**src/hw/rtl/sct_pkg.sv**
```systemverilog
`timescale 1ns / 1ps
// ----------------------------------------------------------------------------
// sct_pkg: shared types and constants for the source code tokenizer
// Token kind codes, scanner mode codes and the token word type.
// ----------------------------------------------------------------------------
package sct_pkg;

    localparam int POSITION_BITS_DEF   = 20;
    localparam int KEYWORD_MAX_LEN_DEF = 6;
    localparam int FIELD_BITS          = 20;
    localparam int KIND_BITS           = 6;

    localparam logic [KIND_BITS-1:0] K_BANG      = 6'd14;
    localparam logic [KIND_BITS-1:0] K_EQUAL     = 6'd16;
    localparam logic [KIND_BITS-1:0] K_LESS      = 6'd18;
    localparam logic [KIND_BITS-1:0] K_GREATER   = 6'd20;
    localparam logic [KIND_BITS-1:0] K_AMP_AMP   = 6'd22;
    localparam logic [KIND_BITS-1:0] K_PIPE_PIPE = 6'd23;
    localparam logic [KIND_BITS-1:0] K_SLASH     = 6'd24;
    localparam logic [KIND_BITS-1:0] K_STRLIT    = 6'd25;
    localparam logic [KIND_BITS-1:0] K_NUMBER    = 6'd26;
    localparam logic [KIND_BITS-1:0] K_IDENT     = 6'd27;
    localparam logic [KIND_BITS-1:0] K_KEYWORD0  = 6'd28;
    localparam logic [KIND_BITS-1:0] K_EOF       = 6'd41;

    localparam logic [3:0] M_IDLE    = 4'd0;
    localparam logic [3:0] M_IDENT   = 4'd1;
    localparam logic [3:0] M_NUMBER  = 4'd2;
    localparam logic [3:0] M_STRING  = 4'd3;
    localparam logic [3:0] M_COMMENT = 4'd4;
    localparam logic [3:0] M_BANG    = 4'd5;
    localparam logic [3:0] M_EQUAL   = 4'd6;
    localparam logic [3:0] M_LESS    = 4'd7;
    localparam logic [3:0] M_GREATER = 4'd8;
    localparam logic [3:0] M_AMP     = 4'd9;
    localparam logic [3:0] M_PIPE    = 4'd10;
    localparam logic [3:0] M_SLASH   = 4'd11;

    typedef struct packed {
        logic [KIND_BITS-1:0]  kind;
        logic [FIELD_BITS-1:0] start;
        logic [FIELD_BITS-1:0] length;
        logic [FIELD_BITS-1:0] line;
        logic                  last;
    } t_token;

    function automatic logic [KIND_BITS-1:0] single_kind(input logic [7:0] c);
        logic [KIND_BITS-1:0] k;
        k = '1;
        case (c)
            8'h28: k = 6'd0;
            8'h29: k = 6'd1;
            8'h7B: k = 6'd2;
            8'h7D: k = 6'd3;
            8'h5B: k = 6'd4;
            8'h5D: k = 6'd5;
            8'h2C: k = 6'd6;
            8'h2E: k = 6'd7;
            8'h3B: k = 6'd8;
            8'h3A: k = 6'd9;
            8'h2B: k = 6'd10;
            8'h2D: k = 6'd11;
            8'h2A: k = 6'd12;
            8'h25: k = 6'd13;
            default: k = '1;
        endcase
        return k;
    endfunction

    function automatic logic is_digit(input logic [7:0] c);
        return (c >= 8'h30) && (c <= 8'h39);
    endfunction

    function automatic logic is_alpha(input logic [7:0] c);
        return ((c >= 8'h61) && (c <= 8'h7A)) || ((c >= 8'h41) && (c <= 8'h5A))
            || (c == 8'h5F);
    endfunction

    // keyword table, first byte in the low byte
    function automatic logic [KIND_BITS-1:0] kw_kind(input logic [63:0] p,
                                                      input logic [3:0] n);
        logic [KIND_BITS-1:0] k;
        k = K_IDENT;
        if      (n == 4'd6 && p[47:0] == 48'h746375727473) k = 6'd28;
        else if (n == 4'd4 && p[31:0] == 32'h636e7566)     k = 6'd29;
        else if (n == 4'd3 && p[23:0] == 24'h746e69)       k = 6'd30;
        else if (n == 4'd4 && p[31:0] == 32'h6c6f6f62)     k = 6'd31;
        else if (n == 4'd6 && p[47:0] == 48'h676e69727473) k = 6'd32;
        else if (n == 4'd4 && p[31:0] == 32'h64696f76)     k = 6'd33;
        else if (n == 4'd2 && p[15:0] == 16'h6669)         k = 6'd34;
        else if (n == 4'd4 && p[31:0] == 32'h65736c65)     k = 6'd35;
        else if (n == 4'd5 && p[39:0] == 40'h656c696877)   k = 6'd36;
        else if (n == 4'd6 && p[47:0] == 48'h6e7275746572) k = 6'd37;
        else if (n == 4'd4 && p[31:0] == 32'h65757274)     k = 6'd38;
        else if (n == 4'd5 && p[39:0] == 40'h65736c6166)   k = 6'd39;
        else if (n == 4'd3 && p[23:0] == 24'h77656e)       k = 6'd40;
        return k;
    endfunction

endpackage

```
**src/hw/rtl/sct_front.sv**
```systemverilog
`timescale 1ns / 1ps
// ----------------------------------------------------------------------------
// sct_front: byte scanner
// Runs the lexer state machine one byte per cycle while the queue has room and
// produces up to two token words per byte into the token queue.
// ----------------------------------------------------------------------------
module sct_front #(
    parameter int POSITION_BITS   = 20,
    parameter int KEYWORD_MAX_LEN = 6
) (
    input  logic           i_clk,
    input  logic           i_rst_n,
    input  logic           i_valid,
    input  logic [7:0]     i_char_byte,
    input  logic           i_end_of_source,
    input  logic           i_room,
    output logic           o_ready,
    output logic [1:0]     o_count,
    output sct_pkg::t_token o_tok0,
    output sct_pkg::t_token o_tok1
);
    import sct_pkg::*;

    localparam int PW = KEYWORD_MAX_LEN * 8;
    localparam int LB = $clog2(KEYWORD_MAX_LEN + 1);
    localparam logic [POSITION_BITS-1:0] POS_MAX = '1;
    localparam logic [FIELD_BITS-1:0]    F_MAX   = '1;

    logic [3:0]               r_mode, n_mode;
    logic [POSITION_BITS-1:0] r_pos, n_pos, r_begin, n_begin;
    logic [FIELD_BITS-1:0]    r_line, n_line;
    logic [PW-1:0]            r_pref, n_pref;
    logic [LB-1:0]            r_plen, n_plen;
    logic                     r_povf, n_povf;

    logic                     fire;
    logic [1:0]               cnt;
    t_token                   t0, t1;
    logic [POSITION_BITS-1:0] span;
    logic [63:0]              pref64;
    logic [KIND_BITS-1:0]     idk, sk, pk;

    assign o_ready = i_room;
    assign fire    = i_valid && i_room;
    assign span    = r_pos - r_begin;

    function automatic logic [FIELD_BITS-1:0] sat(input logic [POSITION_BITS:0] v);
        logic [FIELD_BITS-1:0] f;
        if (64'(v) > 64'(F_MAX)) f = F_MAX;
        else f = FIELD_BITS'(v);
        return f;
    endfunction

    always_comb begin
        pref64 = 64'(r_pref);
        idk    = r_povf ? K_IDENT : kw_kind(pref64, 4'(r_plen));
        sk     = single_kind(i_char_byte);
        pk     = (r_mode == M_BANG) ? K_BANG : (r_mode == M_EQUAL) ? K_EQUAL :
                 (r_mode == M_LESS) ? K_LESS : K_GREATER;
    end

    always_comb begin
        logic emit_pend, rescan;
        logic [KIND_BITS-1:0] pkind;
        logic [POSITION_BITS:0] plen, pstart;
        logic [7:0] c;
        c = i_char_byte;
        n_mode = r_mode; n_pos = r_pos; n_begin = r_begin; n_line = r_line;
        n_pref = r_pref; n_plen = r_plen; n_povf = r_povf;
        cnt = 2'd0; t0 = '0; t1 = '0;
        emit_pend = 1'b0; rescan = 1'b0; pkind = '0; plen = '0;
        pstart = {1'b0, r_begin};
        if (i_end_of_source) begin
            unique case (r_mode)
                M_IDENT:  begin emit_pend = 1'b1; pkind = idk; plen = {1'b0, span}; end
                M_NUMBER: begin emit_pend = 1'b1; pkind = K_NUMBER; plen = {1'b0, span}; end
                M_BANG, M_EQUAL, M_LESS, M_GREATER: begin
                    emit_pend = 1'b1; pkind = pk; plen = (POSITION_BITS+1)'(1);
                end
                M_SLASH:  begin
                    emit_pend = 1'b1; pkind = K_SLASH; plen = (POSITION_BITS+1)'(1);
                end
                default: ;
            endcase
            t0 = '{kind: pkind, start: sat(pstart), length: sat(plen), line: r_line,
                   last: 1'b0};
            t1 = '{kind: K_EOF, start: sat({1'b0, r_pos}), length: '0, line: r_line,
                   last: 1'b1};
            if (emit_pend) begin
                cnt = 2'd2;
            end else begin
                cnt = 2'd1; t0 = t1;
            end
            n_mode = M_IDLE; n_pos = '0; n_begin = '0; n_line = FIELD_BITS'(1);
            n_pref = '0; n_plen = '0; n_povf = 1'b0;
        end else begin
            unique case (r_mode)
                M_IDENT: begin
                    if (is_alpha(c) || is_digit(c)) begin
                        if (r_plen < LB'(KEYWORD_MAX_LEN)) begin
                            n_pref = r_pref | (PW'(c) << (8 * r_plen));
                            n_plen = r_plen + 1'b1;
                        end else n_povf = 1'b1;
                    end else begin
                        emit_pend = 1'b1; pkind = idk; plen = {1'b0, span}; rescan = 1'b1;
                    end
                end
                M_NUMBER: if (!is_digit(c)) begin
                    emit_pend = 1'b1; pkind = K_NUMBER; plen = {1'b0, span}; rescan = 1'b1;
                end
                M_STRING: begin
                    if (c == 8'h22) begin
                        emit_pend = 1'b1; pkind = K_STRLIT;
                        plen = (span != '0) ? {1'b0, span - 1'b1} : '0;
                        pstart = {1'b0, r_begin} + 1'b1;
                        n_mode = M_IDLE;
                    end else if (c == 8'h0A && r_line != F_MAX) n_line = r_line + 1'b1;
                end
                M_COMMENT: if (c == 8'h0A) rescan = 1'b1;
                M_BANG, M_EQUAL, M_LESS, M_GREATER: begin
                    emit_pend = 1'b1;
                    if (c == 8'h3D) begin
                        pkind = pk + 1'b1; plen = (POSITION_BITS+1)'(2); n_mode = M_IDLE;
                    end else begin
                        pkind = pk; plen = (POSITION_BITS+1)'(1); rescan = 1'b1;
                    end
                end
                M_AMP: if (c == 8'h26) begin
                    emit_pend = 1'b1; pkind = K_AMP_AMP; plen = (POSITION_BITS+1)'(2);
                    n_mode = M_IDLE;
                end else rescan = 1'b1;
                M_PIPE: if (c == 8'h7C) begin
                    emit_pend = 1'b1; pkind = K_PIPE_PIPE; plen = (POSITION_BITS+1)'(2);
                    n_mode = M_IDLE;
                end else rescan = 1'b1;
                M_SLASH: if (c == 8'h2F) n_mode = M_COMMENT;
                else begin
                    emit_pend = 1'b1; pkind = K_SLASH; plen = (POSITION_BITS+1)'(1);
                    rescan = 1'b1;
                end
                default: rescan = 1'b1;
            endcase
            t0 = '{kind: pkind, start: sat(pstart), length: sat(plen), line: r_line,
                   last: 1'b1};
            if (emit_pend) cnt = 2'd1;
            if (rescan) begin
                n_mode = M_IDLE;
                if (sk != '1) begin
                    t1 = '{kind: sk, start: sat({1'b0, r_pos}), length: FIELD_BITS'(1),
                           line: r_line, last: 1'b1};
                    if (emit_pend) begin
                        t0.last = 1'b0; cnt = 2'd2;
                    end else begin
                        t0 = t1; cnt = 2'd1;
                    end
                end else begin
                    n_begin = r_pos;
                    priority case (1'b1)
                        c == 8'h21: n_mode = M_BANG;
                        c == 8'h3D: n_mode = M_EQUAL;
                        c == 8'h3C: n_mode = M_LESS;
                        c == 8'h3E: n_mode = M_GREATER;
                        c == 8'h26: n_mode = M_AMP;
                        c == 8'h7C: n_mode = M_PIPE;
                        c == 8'h2F: n_mode = M_SLASH;
                        c == 8'h22: n_mode = M_STRING;
                        c == 8'h0A: if (r_line != F_MAX) n_line = r_line + 1'b1;
                        is_digit(c): n_mode = M_NUMBER;
                        is_alpha(c): begin
                            n_mode = M_IDENT; n_pref = PW'(c);
                            n_plen = LB'(1); n_povf = 1'b0;
                        end
                        default: ;
                    endcase
                end
            end
            if (r_pos != POS_MAX) n_pos = r_pos + 1'b1;
        end
    end

    assign o_count = fire ? cnt : 2'd0;
    assign o_tok0  = t0;
    assign o_tok1  = t1;

    always_ff @(posedge i_clk) begin
        if (!i_rst_n) begin
            r_mode <= M_IDLE; r_pos <= '0; r_begin <= '0; r_line <= FIELD_BITS'(1);
            r_pref <= '0; r_plen <= '0; r_povf <= 1'b0;
        end else if (fire) begin
            r_mode <= n_mode; r_pos <= n_pos; r_begin <= n_begin; r_line <= n_line;
            r_pref <= n_pref; r_plen <= n_plen; r_povf <= n_povf;
        end
    end

    a_line_nz: assert property (@(posedge i_clk) disable iff (!i_rst_n)
        r_line != '0) else $error("line counter zero");
    a_plen: assert property (@(posedge i_clk) disable iff (!i_rst_n)
        r_plen <= LB'(KEYWORD_MAX_LEN)) else $error("prefix length overflow");
    a_eof_reset: assert property (@(posedge i_clk) disable iff (!i_rst_n)
        fire && i_end_of_source |=> r_mode == M_IDLE && r_pos == '0)
        else $error("end did not reset scanner");
    a_mode: assert property (@(posedge i_clk) disable iff (!i_rst_n)
        r_mode <= M_SLASH) else $error("bad mode");
    a_line_step: assert property (@(posedge i_clk) disable iff (!i_rst_n)
        !fire |=> $stable(r_line)) else $error("line moved without byte");
endmodule

```
**src/hw/rtl/sct_queue.sv**
```systemverilog
`timescale 1ns / 1ps
// ----------------------------------------------------------------------------
// sct_queue: token queue
// Four-entry queue taking up to two token words a cycle, giving one when the reader is ready.
// ----------------------------------------------------------------------------
module sct_queue (
    input  logic            i_clk,
    input  logic            i_rst_n,
    input  logic [1:0]      i_count,
    input  sct_pkg::t_token i_tok0,
    input  sct_pkg::t_token i_tok1,
    output logic            o_room,
    output logic            o_valid,
    input  logic            i_ready,
    output sct_pkg::t_token o_tok
);
    import sct_pkg::*;

    t_token     r_mem [4];
    logic [1:0] r_wp, r_rp;
    logic [2:0] r_cnt, n_cnt;
    logic       pop;

    assign o_valid = r_cnt != 3'd0;
    assign pop     = o_valid && i_ready;
    assign o_room  = r_cnt <= 3'd2;
    assign o_tok   = r_mem[r_rp];
    assign n_cnt   = r_cnt + 3'(i_count) - 3'(pop);

    always_ff @(posedge i_clk) begin
        if (i_count != 2'd0) r_mem[r_wp] <= i_tok0;
        if (i_count == 2'd2) r_mem[r_wp + 2'd1] <= i_tok1;
    end

    always_ff @(posedge i_clk) begin
        if (!i_rst_n) begin
            r_wp <= '0; r_rp <= '0; r_cnt <= '0;
        end else begin
            r_wp  <= r_wp + i_count;
            r_rp  <= r_rp + 2'(pop);
            r_cnt <= n_cnt;
        end
    end

    a_cnt: assert property (@(posedge i_clk) disable iff (!i_rst_n)
        r_cnt <= 3'd4) else $error("queue overflow");
    a_room: assert property (@(posedge i_clk) disable iff (!i_rst_n)
        !o_room |-> i_count == 2'd0) else $error("write without room");
    a_ptr: assert property (@(posedge i_clk) disable iff (!i_rst_n)
        r_cnt == 3'd0 |-> r_wp == r_rp) else $error("pointer mismatch");
endmodule

```
**src/hw/rtl/source_code_tokenizer.sv**
```systemverilog
`timescale 1ns / 1ps
// ----------------------------------------------------------------------------
// source_code_tokenizer: streaming lexer, one byte per cycle while the queue has room
// Output: a completed token is written into the token queue and offered from its head.
// Throughput: one byte per cycle while at least two of the four token queue
// entries are free; the queue drains at one token per cycle while i_ready is high.
// Reset: synchronous active low; scanner idle, offset 0, line 1, queue empty.
// ----------------------------------------------------------------------------
module source_code_tokenizer #(
    parameter int POSITION_BITS   = sct_pkg::POSITION_BITS_DEF,
    parameter int KEYWORD_MAX_LEN = sct_pkg::KEYWORD_MAX_LEN_DEF
) (
    input  logic        i_clk,
    input  logic        i_rst_n,
    input  logic        i_valid,
    output logic        o_ready,
    input  logic [7:0]  i_char_byte,
    input  logic        i_end_of_source,
    output logic        o_valid,
    input  logic        i_ready,
    output logic [5:0]  o_token_kind,
    output logic [19:0] o_token_start,
    output logic [19:0] o_token_length,
    output logic [19:0] o_token_line,
    output logic        o_last_of_run
);
    import sct_pkg::*;

    logic   room;
    logic [1:0] count;
    t_token tok0, tok1, otok;

    sct_front #(.POSITION_BITS(POSITION_BITS), .KEYWORD_MAX_LEN(KEYWORD_MAX_LEN)) u_front (
        .i_clk, .i_rst_n, .i_valid, .i_char_byte, .i_end_of_source,
        .i_room(room), .o_ready, .o_count(count), .o_tok0(tok0), .o_tok1(tok1)
    );

    sct_queue u_queue (
        .i_clk, .i_rst_n, .i_count(count), .i_tok0(tok0), .i_tok1(tok1),
        .o_room(room), .o_valid, .i_ready, .o_tok(otok)
    );

    assign o_token_kind   = otok.kind;
    assign o_token_start  = otok.start;
    assign o_token_length = otok.length;
    assign o_token_line   = otok.line;
    assign o_last_of_run  = otok.last;
endmodule
```
**config.mk**
```make
export PLATFORM = sky130hd
export DESIGN_NAME = source_code_tokenizer
export DESIGN_NICKNAME = d
export VERILOG_FILES = /design/src/hw/rtl/sct_pkg.sv /design/src/hw/rtl/sct_front.sv /design/src/hw/rtl/sct_queue.sv /design/src/hw/rtl/source_code_tokenizer.sv
export SDC_FILE = /design/constraint.sdc
export NUM_CORES = 1
export LEC_CHECK = 0
export BUFFER_PORTS_ARGS = -buffer_cell sky130_fd_sc_hd__buf_2
export CORE_AREA = 2 2 243 245
export CTS_CLUSTER_SIZE = 8
export DETAILED_ROUTE_END_ITERATION = 16
export DIE_AREA = 0 0 245 247
export HOLD_SLACK_MARGIN = 0.06
export PLACE_DENSITY = 0.6
export SETUP_SLACK_MARGIN = 0.1
export SYNTH_ARGS = -nofsm -noshare
export SYNTH_HDL_FRONTEND = slang
export SYNTH_HIERARCHICAL = 1
export SYNTH_SLANG_ARGS = --single-unit
```
**constraint.sdc**
```tcl
create_clock -name i_clk -period 10.9 [get_ports i_clk]
set_input_delay 2.18 -clock i_clk [delete_from_list [all_inputs] [get_ports i_clk]]
set_output_delay 2.18 -clock i_clk [all_outputs]
set_load 0.01 [all_outputs]
```
==> flow_metrics.env <==
export IMPL_drc=0
export IMPL_grtUsageTotal=0.211
export IMPL_via_per_inst=5.91
export IMPL_max_vdd_ir_drop_v=0.000125
export IMPL_final_area_um2=25600
export IMPL_slowest_delay_ns=0.89
export IMPL_drv_cap=0
export IMPL_cts_max_level=2
export IMPL_place_ws_ns=3.09
export IMPL_critPathBufInv=2
export IMPL_holdPathStages=1
export IMPL_rsz0062_at_grt="no"
export IMPL_drv_slew=0
export IMPL_cp_end_kind="flop"
export IMPL_clock_sinks=391
export IMPL_synthArstFlopShare=0
export IMPL_slew_headroom=0.111
export IMPL_setup_viol=0
export IMPL_grt_overflow_total=0
export IMPL_wl_per_cell_um=22.8
export IMPL_max_freq_mhz=138
export IMPL_r2r_cells=12
export IMPL_r2r_slack_ns=4.94
export IMPL_synth_cells=1988
export IMPL_ios=82
export IMPL_hp_class="reg2reg"
export IMPL_dp_cells=2741
export IMPL_seqPwrFrac=0.411
export IMPL_ant_nets=0
export IMPL_clock_latency_ns=0.62
export IMPL_wirelength_um=64700
export IMPL_antenna_cells=0
export IMPL_grt_pass1_wl_um=98800
export IMPL_first_pass_iters=6
export IMPL_chipWidth_um=245
export IMPL_rows=89
export IMPL_clockBufferDepth=3
export IMPL_path_common_cell="mux2i_1"
export IMPL_path_delay_family="simple AND/OR/NAND/NOR gates"
export IMPL_ys_seq_area_frac=0.458
export IMPL_cts_tree="done"
export IMPL_internal_power_mw=2.99
export IMPL_leakagePower_nw=9.05
export IMPL_layout_drive_gt1_share=0.241
export IMPL_synthFlopType="edfxtp_1"
export IMPL_power_density_nw_per_um2=163
export IMPL_p_clk_frac=0.401
export IMPL_grt_pass1_vias=16500
export IMPL_layout_setup_ws_ns=3.63
export IMPL_period_needed_ns=7.27
export IMPL_place_congestion=0.899
export IMPL_p_sw_frac=0.283
export IMPL_critPathKind="in2reg"
export IMPL_crit_required_ns=11.14
export IMPL_die_height_um=247
export IMPL_timing_rr_start="u_front/r_mode[3]"
export IMPL_hold_slack_ns=0.476
export IMPL_ys_ff_latch=391
export IMPL_cts_root_buf="clkbuf_16"
export IMPL_finalCritPeriodShare=0.667
export IMPL_total_power_mw=4.16
export IMPL_cts_setup_buffers=0
export IMPL_dpl_instance_area_um2=23900
export IMPL_num_fill_cells=5416
export IMPL_arrival_ns=7.51
export IMPL_coreArea_um2=58200
export IMPL_ys_types=95
export IMPL_final_core_util=0.439
export IMPL_hold_path_end="u_front/r_pref[15]"
export IMPL_cts_buffers=56
export IMPL_die_area_um2=60500
export IMPL_path_max_fanout=38
export IMPL_netlist_area_um2=23000
export IMPL_combPwrFrac=0.189
export IMPL_syn_to_final_growth_pct=11.4
export IMPL_outcome="finished clean"
export IMPL_cts_resized=0
export IMPL_cts_hold_buffers=0
export IMPL_stdcell_count=2843
export IMPL_detail_route_iter0_violations=1461
export IMPL_min_delay_start="u_front/r_pref[15]"
export IMPL_avgSynthCellArea_um2=11.5
export IMPL_clock_skew_ns=0.0209
export IMPL_nNetsFinal=2074
export IMPL_worstPathCellList="buf_2, and2_1, a311oi_1, a21boi_1, nand2_1, nand4_1, ha_1, mux2i_1, mux2_2, nor2_1, mux2i_1, nor2_4, buf_4"
export IMPL_synth_edf_count=268
export IMPL_cp_start_kind="primary input"
export IMPL_r2r_end="u_queue/r_mem[1][26]"
export IMPL_final_setup_tns_ns=0
export IMPL_antenna_found_initial=1
export IMPL_place_hpwl_um=42400
export IMPL_cts_reportedPaths_clkPinSlew_ns=0.05
export IMPL_final_hold_viol_count=0
export IMPL_worst_slew_pin_slew_ns=1.33
export IMPL_synth_warnings=6
export IMPL_initial_core_util=0.394
export IMPL_grt_start_max_net_pins=84
export IMPL_numPortBuffers=81
export IMPL_via_count=16800
export IMPL_slowest_stage="nor2_4"
export IMPL_power_switching_mw=1.18
==> placed cells by master, fill, tap and decap left out, types with 36 or more instances in the layout <==
cell type,instances
mux2_2,234
clkbuf_1,38
nor2_1,116
buf_2,81
a22oi_1,53
edfxtp_1,268
mux2_1,36
mux4_2,67
nand3_1,38
nand2_1,103
inv_1,43
a21oi_1,63
o21ai_0,66
dfxtp_1,121
and3_1,38
nor2b_1,113
clkbuf_16,56
==> per-layer routing <==
metal,global-route usage,vias to the layer above,routed length (µm)
met4,0.0594,0,1420
met3,0.0303,105,3800
li1,-,7675,-
met2,0.339,589,29800
met1,0.296,8429,29600
met5,0,-,0
==> worst max path at each step <==
stage / from / endpoint / slack (ns) / cells past startpoint
detailed placement: i_char_byte[3] / u_queue/r_mem[1][36] / 3.09 / 13
finish: i_char_byte[2] / u_queue/r_mem[1][26] / 3.63 / 13
global route: i_char_byte[2] / u_queue/r_mem[1][33] / 3.33 / 13
CTS: i_char_byte[3] / u_queue/r_mem[1][33] / 3.70 / 13
floorplan: i_char_byte[4] / u_queue/r_mem[0][0] / 0.48 / 13
global placement: i_char_byte[3] / u_queue/r_mem[1][33] / 3.22 / 13
==> power by group through the flow <==
stage / logic [mW] / registers [mW] / clock network [mW]
floorplan: 0.556 / 1.71 / 0
global placement: 0.788 / 1.74 / 0
detailed placement: 0.791 / 1.74 / 0
CTS: 0.794 / 1.71 / 1.71
global route: 0.847 / 1.72 / 1.76
finish: 0.786 / 1.71 / 1.67
==> worst register-to-register path: cells and delay by family (launching register included) <==
family | cells | cell delay (ns)
multiplexers | 3 | 0.70
AND/OR/NAND/NOR | 6 | 2.61
AO/OA/AOI/OAI | 1 | 0.37
adder cells (fa/ha/maj) | 1 | 0.44
flip-flops | 1 | 0.77
buffers and inverters | 1 | 0.66
==> layout make-up <==
class	instances	area, µm²	share of cell area
multi-input combinational	1433	11700	0.457
sequential	391	10500	0.411
clock buffer	96	1570	0.0615
tap	773	967	0.0378
timing repair buffer	101	556	0.0217
inverter	43	161	0.00631
clock inverter	6	109	0.00426
==> Yosys cell counts, types with 10 or more instances <==
cell | count | area share
a211oi_1 | 10 | 0.0033
a22o_1 | 15 | 0.0057
a22oi_1 | 53 | 0.017
mux4_2 | 67 | 0.066
nor4_1 | 17 | 0.0046
buf_2 | 29 | 0.0063
mux2_1 | 36 | 0.018
or4_1 | 10 | 0.0033
and3_1 | 38 | 0.010
nand3b_1 | 10 | 0.0033
nand4_1 | 21 | 0.0057
inv_1 | 43 | 0.0070
buf_6 | 10 | 0.0049
xnor2_1 | 24 | 0.0092
o211ai_1 | 12 | 0.0039
and4_1 | 12 | 0.0046
mux2_2 | 234 | 0.11
edfxtp_1 | 268 | 0.35
a21oi_1 | 64 | 0.014
or3_1 | 19 | 0.0052
o21ai_0 | 67 | 0.015
nand3_1 | 38 | 0.0083
and2_1 | 24 | 0.0065
nand2_1 | 103 | 0.017
clkbuf_1 | 66 | 0.011
dfxtp_1 | 123 | 0.11
nor2b_1 | 114 | 0.031
buf_4 | 31 | 0.010
a31oi_1 | 16 | 0.0044
o21a_1 | 13 | 0.0043
nand2b_1 | 18 | 0.0049
ha_1 | 33 | 0.018
nor2_1 | 117 | 0.019
nor3_1 | 30 | 0.0065
xor2_1 | 26 | 0.0099
==> cells by family (layout without fill, tap and decap cells) <==
group | after synthesis | in the layout | share of synthesized area
other | 1 | 20 | 0.000163
flip-flops | 391 | 391 | 0.458
XOR/XNOR | 53 | 53 | 0.0217
AO/OA/AOI/OAI | 354 | 354 | 0.106
AND/OR/NAND/NOR | 626 | 626 | 0.153
multiplexers | 345 | 345 | 0.202
adder cells (fa/ha/maj) | 35 | 35 | 0.0197
buffers and inverters | 183 | 246 | 0.0398
==> registers in the layout, indices dropped and copies added, names as in the netlist, 2 cells and up <==
signal and count:
u_front/r_pref 48, u_front/r_pos 20, u_front/r_begin 20, u_queue/r_cnt 3
u_queue/r_mem 268, u_front/r_mode 4, u_front/r_plen 3, u_queue/r_rp 2
u_front/r_line 20, u_queue/r_wp 2
No activity file was read; power rests on OpenSTA's default activity.
